### src/rtl/ocps_pkg.sv
// Shared types, constants and the opcode length table for the pad stripper.
// No dependencies; imported by ocps_parser and object_code_pad_stripper.
package ocps_pkg;

  // Kept byte counter default width and the reported total width
  localparam int COUNT_BITS_DEF = 16;
  localparam int TOTAL_W        = 16;

  // Special byte values
  localparam logic [7:0] ESC_BYTE  = 8'hdd;
  localparam logic [7:0] PREFIX_CB = 8'hcb;

  // Parse mode codes
  localparam logic [2:0] MODE_OPCODE  = 3'd0;
  localparam logic [2:0] MODE_OPERAND = 3'd1;
  localparam logic [2:0] MODE_PAD     = 3'd2;
  localparam logic [2:0] MODE_ESC1    = 3'd3;
  localparam logic [2:0] MODE_ESC2    = 3'd4;
  localparam logic [2:0] MODE_LEN_HI  = 3'd5;
  localparam logic [2:0] MODE_LEN_LO  = 3'd6;
  localparam logic [2:0] MODE_RAW     = 3'd7;

  // One result item
  typedef struct packed {
    logic                keep;
    logic [7:0]          out_byte;
    logic                illegal;
    logic [TOTAL_W-1:0]  kept_total;
    logic                block_end;
  } result_t;

  // Instruction length per opcode; zero marks an opcode with no encoding
  function automatic logic [1:0] op_len(input logic [7:0] op);
    logic [1:0] len;
    len = 2'd1;
    unique case (op) inside
      8'h01, 8'h08, 8'h11, 8'h21, 8'h31,
      8'hc2, 8'hc3, 8'hc4, 8'hca, 8'hcc, 8'hcd,
      8'hd2, 8'hd4, 8'hda, 8'hdc, 8'hea, 8'hfa:
        len = 2'd3;
      8'h06, 8'h0e, 8'h16, 8'h18, 8'h1e,
      8'h20, 8'h26, 8'h28, 8'h2e, 8'h30, 8'h36, 8'h38, 8'h3e,
      8'hc6, 8'hcb, 8'hce, 8'hd6, 8'hde,
      8'he0, 8'he6, 8'he8, 8'hee, 8'hf0, 8'hf6, 8'hf8, 8'hfe:
        len = 2'd2;
      8'hd3, 8'hdb, 8'hdd, 8'he3, 8'he4, 8'heb, 8'hec, 8'hed,
      8'hf4, 8'hfc, 8'hfd:
        len = 2'd0;
      default:
        len = 2'd1;
    endcase
    return len;
  endfunction

endpackage

### src/rtl/ocps_parser.sv
// Parse state and per-byte step logic of the pad stripper.
// Depends on ocps_pkg (mode codes, op_len table, result_t).
module ocps_parser #(
  parameter int COUNT_BITS = ocps_pkg::COUNT_BITS_DEF
) (
  input  logic              clk,
  input  logic              rst,
  input  logic              step,
  input  logic [7:0]        code_byte,
  input  logic              block_last,
  output ocps_pkg::result_t result
);
  import ocps_pkg::*;

  logic [2:0]            parse_mode,   parse_mode_next;
  logic [1:0]            operand_left, operand_left_next;
  logic                  pad_pending,  pad_pending_next;
  logic [7:0]            raw_high,     raw_high_next;
  logic [15:0]           raw_left,     raw_left_next;
  logic [COUNT_BITS-1:0] kept_count,   kept_count_next;

  logic       keep;
  logic       bad;
  logic [1:0] len;
  logic [1:0] ops;
  logic       pad;
  logic [15:0] raw_len;
  logic [COUNT_BITS-1:0] kept_step;
  logic [TOTAL_W-1:0]    total;

  // Decode one byte against the current mode
  always_comb begin
    parse_mode_next   = parse_mode;
    operand_left_next = operand_left;
    pad_pending_next  = pad_pending;
    raw_high_next     = raw_high;
    raw_left_next     = raw_left;
    keep    = 1'b0;
    bad     = 1'b0;
    len     = op_len(code_byte);
    ops     = len - 2'd1;
    pad     = (len == 2'd3) || ((len == 2'd2) && (code_byte != PREFIX_CB));
    raw_len = {raw_high, code_byte};
    unique case (parse_mode)
      MODE_OPCODE: begin
        if (len != 2'd0) begin
          keep              = 1'b1;
          operand_left_next = ops;
          pad_pending_next  = pad;
          if (ops != 2'd0) parse_mode_next = MODE_OPERAND;
          else             parse_mode_next = pad ? MODE_PAD : MODE_OPCODE;
        end else if (code_byte == ESC_BYTE) begin
          parse_mode_next = MODE_ESC1;
        end else begin
          bad = 1'b1;
        end
      end
      MODE_OPERAND: begin
        keep              = 1'b1;
        operand_left_next = operand_left - 2'd1;
        if (operand_left == 2'd1)
          parse_mode_next = pad_pending ? MODE_PAD : MODE_OPCODE;
      end
      MODE_PAD: begin
        pad_pending_next = 1'b0;
        parse_mode_next  = MODE_OPCODE;
      end
      MODE_ESC1, MODE_ESC2: begin
        if (code_byte == ESC_BYTE) begin
          parse_mode_next = (parse_mode == MODE_ESC1) ? MODE_ESC2 : MODE_LEN_HI;
        end else begin
          bad             = 1'b1;
          parse_mode_next = MODE_OPCODE;
        end
      end
      MODE_LEN_HI: begin
        raw_high_next   = code_byte;
        parse_mode_next = MODE_LEN_LO;
      end
      MODE_LEN_LO: begin
        raw_left_next   = raw_len;
        parse_mode_next = (raw_len != 16'd0) ? MODE_RAW : MODE_OPCODE;
      end
      MODE_RAW: begin
        keep          = 1'b1;
        raw_left_next = raw_left - 16'd1;
        if (raw_left == 16'd1) parse_mode_next = MODE_OPCODE;
      end
      default: begin
        parse_mode_next = MODE_OPCODE;
      end
    endcase
  end

  // Saturating count of kept bytes
  assign kept_step = (keep && !(&kept_count)) ? kept_count + 1'b1 : kept_count;

  // Clamp the count to the reported width
  generate
    if (COUNT_BITS > TOTAL_W) begin : g_clamp
      assign total = (|kept_step[COUNT_BITS-1:TOTAL_W]) ? '1 : kept_step[TOTAL_W-1:0];
    end else begin : g_extend
      assign total = TOTAL_W'(kept_step);
    end
  endgenerate

  assign kept_count_next = kept_step;

  // Result for the byte now at the input register
  always_comb begin
    result.keep       = keep;
    result.out_byte   = keep ? code_byte : 8'd0;
    result.illegal    = bad;
    result.kept_total = total;
    result.block_end  = block_last;
  end

  // Advance state; a block end returns every field to reset
  always_ff @(posedge clk) begin
    if (rst || (step && block_last)) begin
      parse_mode   <= MODE_OPCODE;
      operand_left <= '0;
      pad_pending  <= 1'b0;
      raw_high     <= '0;
      raw_left     <= '0;
      kept_count   <= '0;
    end else if (step) begin
      parse_mode   <= parse_mode_next;
      operand_left <= operand_left_next;
      pad_pending  <= pad_pending_next;
      raw_high     <= raw_high_next;
      raw_left     <= raw_left_next;
      kept_count   <= kept_count_next;
    end
  end

endmodule

### src/rtl/object_code_pad_stripper.sv
// Top level of the object code pad stripper: input register, parser, result register.
// Depends on ocps_pkg and ocps_parser.
//
// Takes one byte of a code block per request and returns exactly one result per byte,
// saying whether the byte is kept, flagging illegal opcodes and broken DD DD DD escapes,
// and carrying the running count of kept bytes for the block. Throughput is one byte
// per cycle with full back-to-back streaming while the receiver is ready. Each byte
// passes the input register, then the result register, which it enters once that
// register is free or draining. The combinational opcode length table lookup and mode
// update sit between the two registers. A byte with tlast set ends the block and
// returns all parse state and the kept count to their reset values.
module object_code_pad_stripper #(
  parameter int COUNT_BITS = ocps_pkg::COUNT_BITS_DEF
) (
  input  logic        clk,
  input  logic        rst,
  input  logic        s_tvalid,
  output logic        s_tready,
  input  logic [7:0]  s_tdata,   // [7:0] code_byte
  input  logic        s_tlast,   // block_last
  output logic        m_tvalid,
  input  logic        m_tready,
  output logic [31:0] m_tdata,   // [0] keep, [8:1] out_byte, [9] illegal,
                                 // [25:10] kept_total, [31:26] zero
  output logic        m_tlast    // block_end
);
  import ocps_pkg::*;

  logic       in_valid;
  logic [7:0] in_byte;
  logic       in_last;
  logic       step;
  result_t    step_result;
  result_t    res;

  // Move the held byte on when the result register is free or draining
  assign step     = in_valid && (!m_tvalid || m_tready);
  assign s_tready = !in_valid || step;

  // Input register
  always_ff @(posedge clk) begin
    if (rst) begin
      in_valid <= 1'b0;
    end else if (s_tready) begin
      in_valid <= s_tvalid;
    end
  end

  always_ff @(posedge clk) begin
    if (s_tready && s_tvalid) begin
      in_byte <= s_tdata;
      in_last <= s_tlast;
    end
  end

  ocps_parser #(
    .COUNT_BITS (COUNT_BITS)
  ) u_parser (
    .clk        (clk),
    .rst        (rst),
    .step       (step),
    .code_byte  (in_byte),
    .block_last (in_last),
    .result     (step_result)
  );

  // Result register
  always_ff @(posedge clk) begin
    if (rst) begin
      m_tvalid <= 1'b0;
    end else if (step) begin
      m_tvalid <= 1'b1;
    end else if (m_tready) begin
      m_tvalid <= 1'b0;
    end
  end

  always_ff @(posedge clk) begin
    if (step) begin
      res <= step_result;
    end
  end

  assign m_tdata = {6'd0, res.kept_total, res.illegal, res.out_byte, res.keep};
  assign m_tlast = res.block_end;

  // A dropped byte reports zero data
  assert property (@(posedge clk) disable iff (rst)
    (m_tvalid && !m_tdata[0]) |-> (m_tdata[8:1] == 8'd0))
    else $error("dropped byte carries data");

  // A byte is never both kept and illegal
  assert property (@(posedge clk) disable iff (rst)
    m_tvalid |-> !(m_tdata[0] && m_tdata[9]))
    else $error("kept byte flagged illegal");

  // Input stalls only while a byte is held
  assert property (@(posedge clk) disable iff (rst)
    !s_tready |-> in_valid)
    else $error("input stalled with empty register");

  // A new result follows every parser step
  assert property (@(posedge clk) disable iff (rst)
    step |=> m_tvalid)
    else $error("result lost after step");

endmodule

### config.mk
export PLATFORM = sky130hd
export DESIGN_NAME = object_code_pad_stripper
export DESIGN_NICKNAME = d
export VERILOG_FILES = /design/src/rtl/ocps_pkg.sv /design/src/rtl/ocps_parser.sv /design/src/rtl/object_code_pad_stripper.sv
export SDC_FILE = /design/constraint.sdc
export NUM_CORES = 1
export LEC_CHECK = 0
export ABC_CLOCK_PERIOD_IN_PS = 9900
export BUFFER_PORTS_ARGS = -buffer_cell sky130_fd_sc_hd__buf_2
export CELL_PAD_IN_SITES_DETAIL_PLACEMENT = 1
export CELL_PAD_IN_SITES_GLOBAL_PLACEMENT = 1
export CORE_AREA = 2 2 125 90
export CTS_CLUSTER_SIZE = 25
export DETAILED_ROUTE_END_ITERATION = 6
export DIE_AREA = 0 0 127 92
export GPL_TIMING_DRIVEN = 0
export PLACE_DENSITY_LB_ADDON = 0.1
export SETUP_SLACK_MARGIN = 0.4
export SYNTH_ARGS = -nofsm -noshare
export SYNTH_HDL_FRONTEND = slang
export SYNTH_HIERARCHICAL = 1
export SYNTH_SLANG_ARGS = --single-unit
### constraint.sdc
create_clock -name clk -period 9.9 [get_ports clk]
set_input_delay 0.99 -clock clk [delete_from_list [all_inputs] [get_ports clk]]
set_output_delay 0.99 -clock clk [all_outputs]
set_load 0.03 [all_outputs]
Word-level counts from Yosys, hierarchy flattened
Index checks and enable logic that the tools add are counted.
Widths: inputs -> output; s select.
{"block": "totals", "latchBits": 0, "memories": 0, "mem_bits_rw": 0, "inputBits": 13, "ff_bits": 84, "romBits": 0}
{"block": "classes", "n_reduce_logical": 31, "eq_ne": 70, "n_mul": 0, "magnitude_cmp": 0, "muxes": 25, "bitwise": 0, "shift": 0, "div_mod_pow": 0, "add_sub_neg": 4}
{"operator": "$eq 8x8->1 const B", "count": 36}
{"operator": "$eq 8x6->1 const B", "count": 10}
{"operator": "$eq 8x5->1 const B", "count": 4}
{"operator": "$pmux 16 s2", "count": 1}
{"operator": "$reduce_or 26->1", "count": 1}
{"operator": "$mux 3", "count": 7}
{"operator": "$pmux 3 s7", "count": 1}
{"operator": "$reduce_or 17->1", "count": 1}
{"operator": "$add 16x1->16 const B", "count": 1}
{"operator": "$eq 16x1->1 const B", "count": 1}
{"operator": "$eq 8x4->1 const B", "count": 2}
{"operator": "$mux 16", "count": 1}
{"operator": "$reduce_and 16->1", "count": 1}
{"operator": "$reduce_bool 16->1", "count": 1}
{"operator": "$sub 16x1->16 const B", "count": 1}
{"operator": "$eq 3x3->1 const B", "count": 4}
{"operator": "$reduce_bool 2->1", "count": 6}
{"operator": "$reduce_or 11->1", "count": 1}
{"operator": "$eq 8x1->1 const B", "count": 1}
{"operator": "$eq 8x3->1 const B", "count": 1}
{"operator": "$ne 8x8->1 const B", "count": 1}
{"operator": "$mux 1", "count": 7}
{"operator": "$eq 3x2->1 const B", "count": 2}
{"operator": "$mux 2", "count": 3}
{"operator": "17 further kinds", "count": 35}

Depth between registers and ports, before layout
{"block": "depth", "word_depth": 10, "ltp_mapped": 15, "ltp_nobuf": 12}

Modules after synthesis
Netlist, hierarchy kept.
{"mod": "ocps_parser", "cells_per_inst": 433, "area_per_inst_um2": 3189.3, "n_inst": 1}
{"mod": "object_code_pad_stripper", "cells_per_inst": 53, "area_per_inst_um2": 1233.7, "n_inst": 1}

Worst setup path after synthesis
Ideal clock, no wire load.
{"block": "synth_path", "kind": "register -> register", "startpoint": "register in_byte[4]", "endpoint": "register u_parser.kept_count[15]", "n_path_buf": 2, "t_required_ns": 9.829, "stages_incl_launch_ff": 14, "setup_slack_ns": 6.800, "arrival_time_ns": 3.029, "synth_period_minus_slack_ns": 3.100, "setup_time_ns": 0.071, "cell_sequence": "edfxtp_1 clkbuf_1 clkbuf_1 or3b_2 a21oi_1 nor2_1 and3_1 ha_1 nand2b_1 a21oi_1 inv_1 o2111ai_1 or4_1 a21oi_1"}
{"block": "synth_between", "elab_chain_cells": 8}
{"element": "start: declaration", "line_no": "object_code_pad_stripper.sv:30", "text": "logic [7:0] in_byte;"}
{"element": "start signal: assignment", "line_no": "object_code_pad_stripper.sv:51", "text": "in_byte <= s_tdata;"}
{"element": "$eq 8x8->1 (tied with other cells)", "line_no": "ocps_parser.sv:40", "text": "len = op_len(code_byte);"}
{"element": "$reduce_or 26->1 (tied with other cells)", "line_no": "ocps_pkg.sv:36", "text": "unique case (op) inside"}
{"element": "$pmux 2 s3 (*)", "line_no": "ocps_pkg.sv:36"}
{"element": "$reduce_bool 2->1 (*)", "line_no": "ocps_parser.sv:46", "text": "if (len != 2'd0) begin"}
{"element": "$mux 1 (*)", "line_no": "ocps_parser.sv:46"}
{"element": "$pmux 1 s2 (*)", "line_no": "ocps_parser.sv:44", "text": "unique case (parse_mode)"}
{"element": "$logic_and 1x1->1 (*)", "line_no": "ocps_parser.sv:96", "text": "assign kept_step = (keep && !(&kept_count)) ? kept_count + 1'b1 : kept_count;"}
{"element": "$mux 16 (*)", "line_no": "ocps_parser.sv:96"}
{"element": "end signal: assignment", "line_no": "ocps_parser.sv:133", "text": "kept_count <= kept_count_next;"}
{"element": "end: declaration", "line_no": "ocps_parser.sv:20", "text": "logic [COUNT_BITS-1:0] kept_count, kept_count_next;"}
Mark *: on every way between the ends. The rest lies on a longest branch, timed or not.
A chain may end at the register's enable or synchronous reset.

==> impl_metrics.yaml <==
outcome:
  status: "complete, no violations"
cts:
  clk_latency_ps: 350
  cts.reportedPaths.clkPinSlew_ps: 70
  h-tree-depth: 3
  clockRootBuffer: "clkbuf_16"
  clockBufferDepth: 2
  cts_tree: "yes"
  cts.sinks: 84
  cts.hold.buffers_added: 0
  post_cts_buffers: 0
  cts_buffers: 9
  postCtsResizedCells: 0
critical_path:
  worstPathMaxFanout: 10
  path_class: "register to register"
  critical_path_required_ps: 10000
  cpPeakStageDelay_ps: 510
  critPathBufInv: 5
  critical-path-top-delay-family: "buffers and inverters"
  start_kind: "register"
  cp_num_cells: 14
  end_kind: "register"
  crit_chain: "clkbuf_1 > clkbuf_1 > nand2_1 > a21o_1 > a21boi_0 > nor3_1 > inv_1 > ha_1 > nand2b_1 > a21oi_1 > inv_1 > buf_2 > o21ai_2 > mux2_2"
  arrival_ps: 4300
  crit_path_top_delay_cell: "clkbuf_1"
  r2r_cells: 14
yosys:
  ys_ff_latch: 84
  ys_types: 67
  syn-instance-count: 486
  synth_edf_count: 36
  synthAdderAreaFrac_pct: 2.55
  yosysWarningCount: 6
  synth_mux_area_share_pct: 1.19
  async_reset_ff_share_pct: 0
  synthSimpleGateAreaFrac_pct: 21.4
  synth_compound_area_share_pct: 19.1
  synth.yosys.seq_area_share_pct: 46.2
  syn_avg_cell_area_sq_um: 9.10
  synth_top_family_by_area: "simple AND/OR/NAND/NOR gates"
  syn-cell-area_sq_um: 4420
  ys.flop_type: "dfxtp_1"
  synth-xor-area-share_pct: 3.76
drt:
  drcViolationCount: 0
  drtPass1Iterations: 4
  drtIter0Drc: 241
  wire_per_inst_um: 18.7
  vias: 3901
  via_per_inst: 5.70
  drtAntennaViolNets: 0
  wl_mm: 12.8
finish:
  diodes: 0
  nets: 565
  fin_util_pct: 48.1
  multi_input_area_sq_um: 2150
  fillers: 1258
  final_layout_size_suffix_gt1_share_pct: 15.9
  mostFrequentLayoutCells: "49 x a21oi_1, 49 x buf_2, 48 x dfxtp_1, 42 x nor2_1, 39 x nand2_1"
  seq_area_sq_um: 2040
  syn_to_final_growth_pct: 15.7
hold_path:
  hp-class: "register to register"
  hold_path_depth: 2
power:
  leakagePower_nw: 1.90
  peakVddDrop_uv: 106
  power_density_nw_per_um2: 160
  p_total_mw: 0.821
grt:
  grt.met1_usage_pct: 30.7
  grtUsageMet3_pct: 4.78
  track_usage_pct: 22.4
  grt_use_met2_pct: 35.2
  grt_first_pass_wirelength_mm: 20.3
  grt_pass1_vias: 3804
  grt.busiest_layer: "met2"
  grt_max_degree: 29
  gr-total-overflow: 0
  antenna_found_initial: 0
die:
  io_pins: 48
  rows: 32
  start_util_pct: 41.5
  die_y_um: 92
  coreArea_sq_um: 10700
  die_area_sq_um: 11700
  fp.dieW_um: 127
sta:
  hold_violations: 0
  max_freq_mhz: 238
  rsz0062_at_grt: "no"
  min_period_ps: 4200
  fin_crit_sh_pct: 42.5
  finalSetupViolCount: 0
  timing.hold.ws_ps: 472
  tightest_slew_ps: 718
  finalSetupTns_ps: 0
  fin_worst_skew_ps: 8.42
  slew_violations: 0
  relSlewSlack_pct: 52.1
placed_design:
  dp_hpwl_mm: 9.07
  gp_congestion: 0.851
  port_buffers: 41
run:
  cap_violations: 0
==> cell usage after synthesis, drive strengths merged (7+ instances only) <==
library cell,number,area (sq um)
nand3,15,80.1
a21oi,50,254
inv,15,56.3
xor2,14,123
nand2b,8,50.1
and2,10,66.3
a211oi,7,52.6
or3,13,81.3
nand2,39,146
clkbuf,23,86.3
nor2,42,158
o21ai,32,164
ha,9,113
buf,18,111
edfxtp,36,1080
dfxtp,48,961
and3,7,43.8
nor3,9,45.0
==> worst register-to-register path, cell delays in order, from the launching register on <==
cell and delay (ps):
edfxtp_1 320, clkbuf_1 290, clkbuf_1 510, nand2_1 190, a21o_1 190, a21boi_0 430, nor3_1 200, inv_1 120
ha_1 240, nand2b_1 100, a21oi_1 370, inv_1 180, buf_2 220, o21ai_2 210, mux2_2 390
==> registers in the layout (all words and copies together), names as in the netlist <==
name,flops
m_tdata,26
u_parser/kept_count,16
u_parser/raw_left,16
in_byte,8
u_parser/raw_high,8
u_parser/parse_mode,3
u_parser/operand_left,2
in_last,1
in_valid,1
m_tlast,1
m_tvalid,1
u_parser/pad_pending,1
==> final cells by class <==
class	instances	area share (%)
inverter	15	1.10
tap	136	3.32
buffer	41	3.86
clock inverter	7	1.49
clock buffer	9	4.40
multi-input combinational	351	41.9
timing repair buffer	41	4.01
sequential	84	39.9
==> worst paths after layout <==
kind	from	end	slack, ps
setup / recovery	in_byte[1]	m_tdata[11]	5700
hold / removal	u_parser/pad_pending	u_parser/pad_pending	470
setup reg to reg	in_byte[1]	m_tdata[11]	5700
hold reg to reg	u_parser/pad_pending	u_parser/pad_pending	470
==> stage by stage <==
| stage | cells | area (sq um) | setup WS (ps) |
|---|---|---|---|
| after floorplan | 491 | 4440 | 6800 |
| after global placement | 668 | 4820 | 5910 |
| after detailed placement | 668 | 4820 | 5840 |
| after CTS | 684 | 5120 | 5800 |
| after global routing | 684 | 5120 | 5460 |
| final | 684 | 5120 | 5700 |
==> kinds of logic after synthesis <==
logic type / Yosys count
AOI/OAI and AO/OA: 134
adders and majority gates: 9
DFF: 84
buffers and inverters: 56
other: 1
and+or+nand+nor: 178
muxes: 5
xor gates and xnor gates: 19
==> layer usage <==
layer / vias up / routed length [um]
met5: - / 0
met3: 15 / 616
li1: 1882 / -
met2: 89 / 5660
met4: 0 / 225
met1: 1915 / 6290
==> report_power, final <==
part | switching [mW] | leakage [nW] | internal (mW) | total (mW)
clock | 0.147 | 0.142 | 0.197 | 0.343
sequential | 0.00543 | 0.723 | 0.374 | 0.379
combinational | 0.0683 | 1.03 | 0.0297 | 0.0980
total | 0.221 | 1.90 | 0.600 | 0.821
No activity file was read; power rests on OpenSTA's default activity.
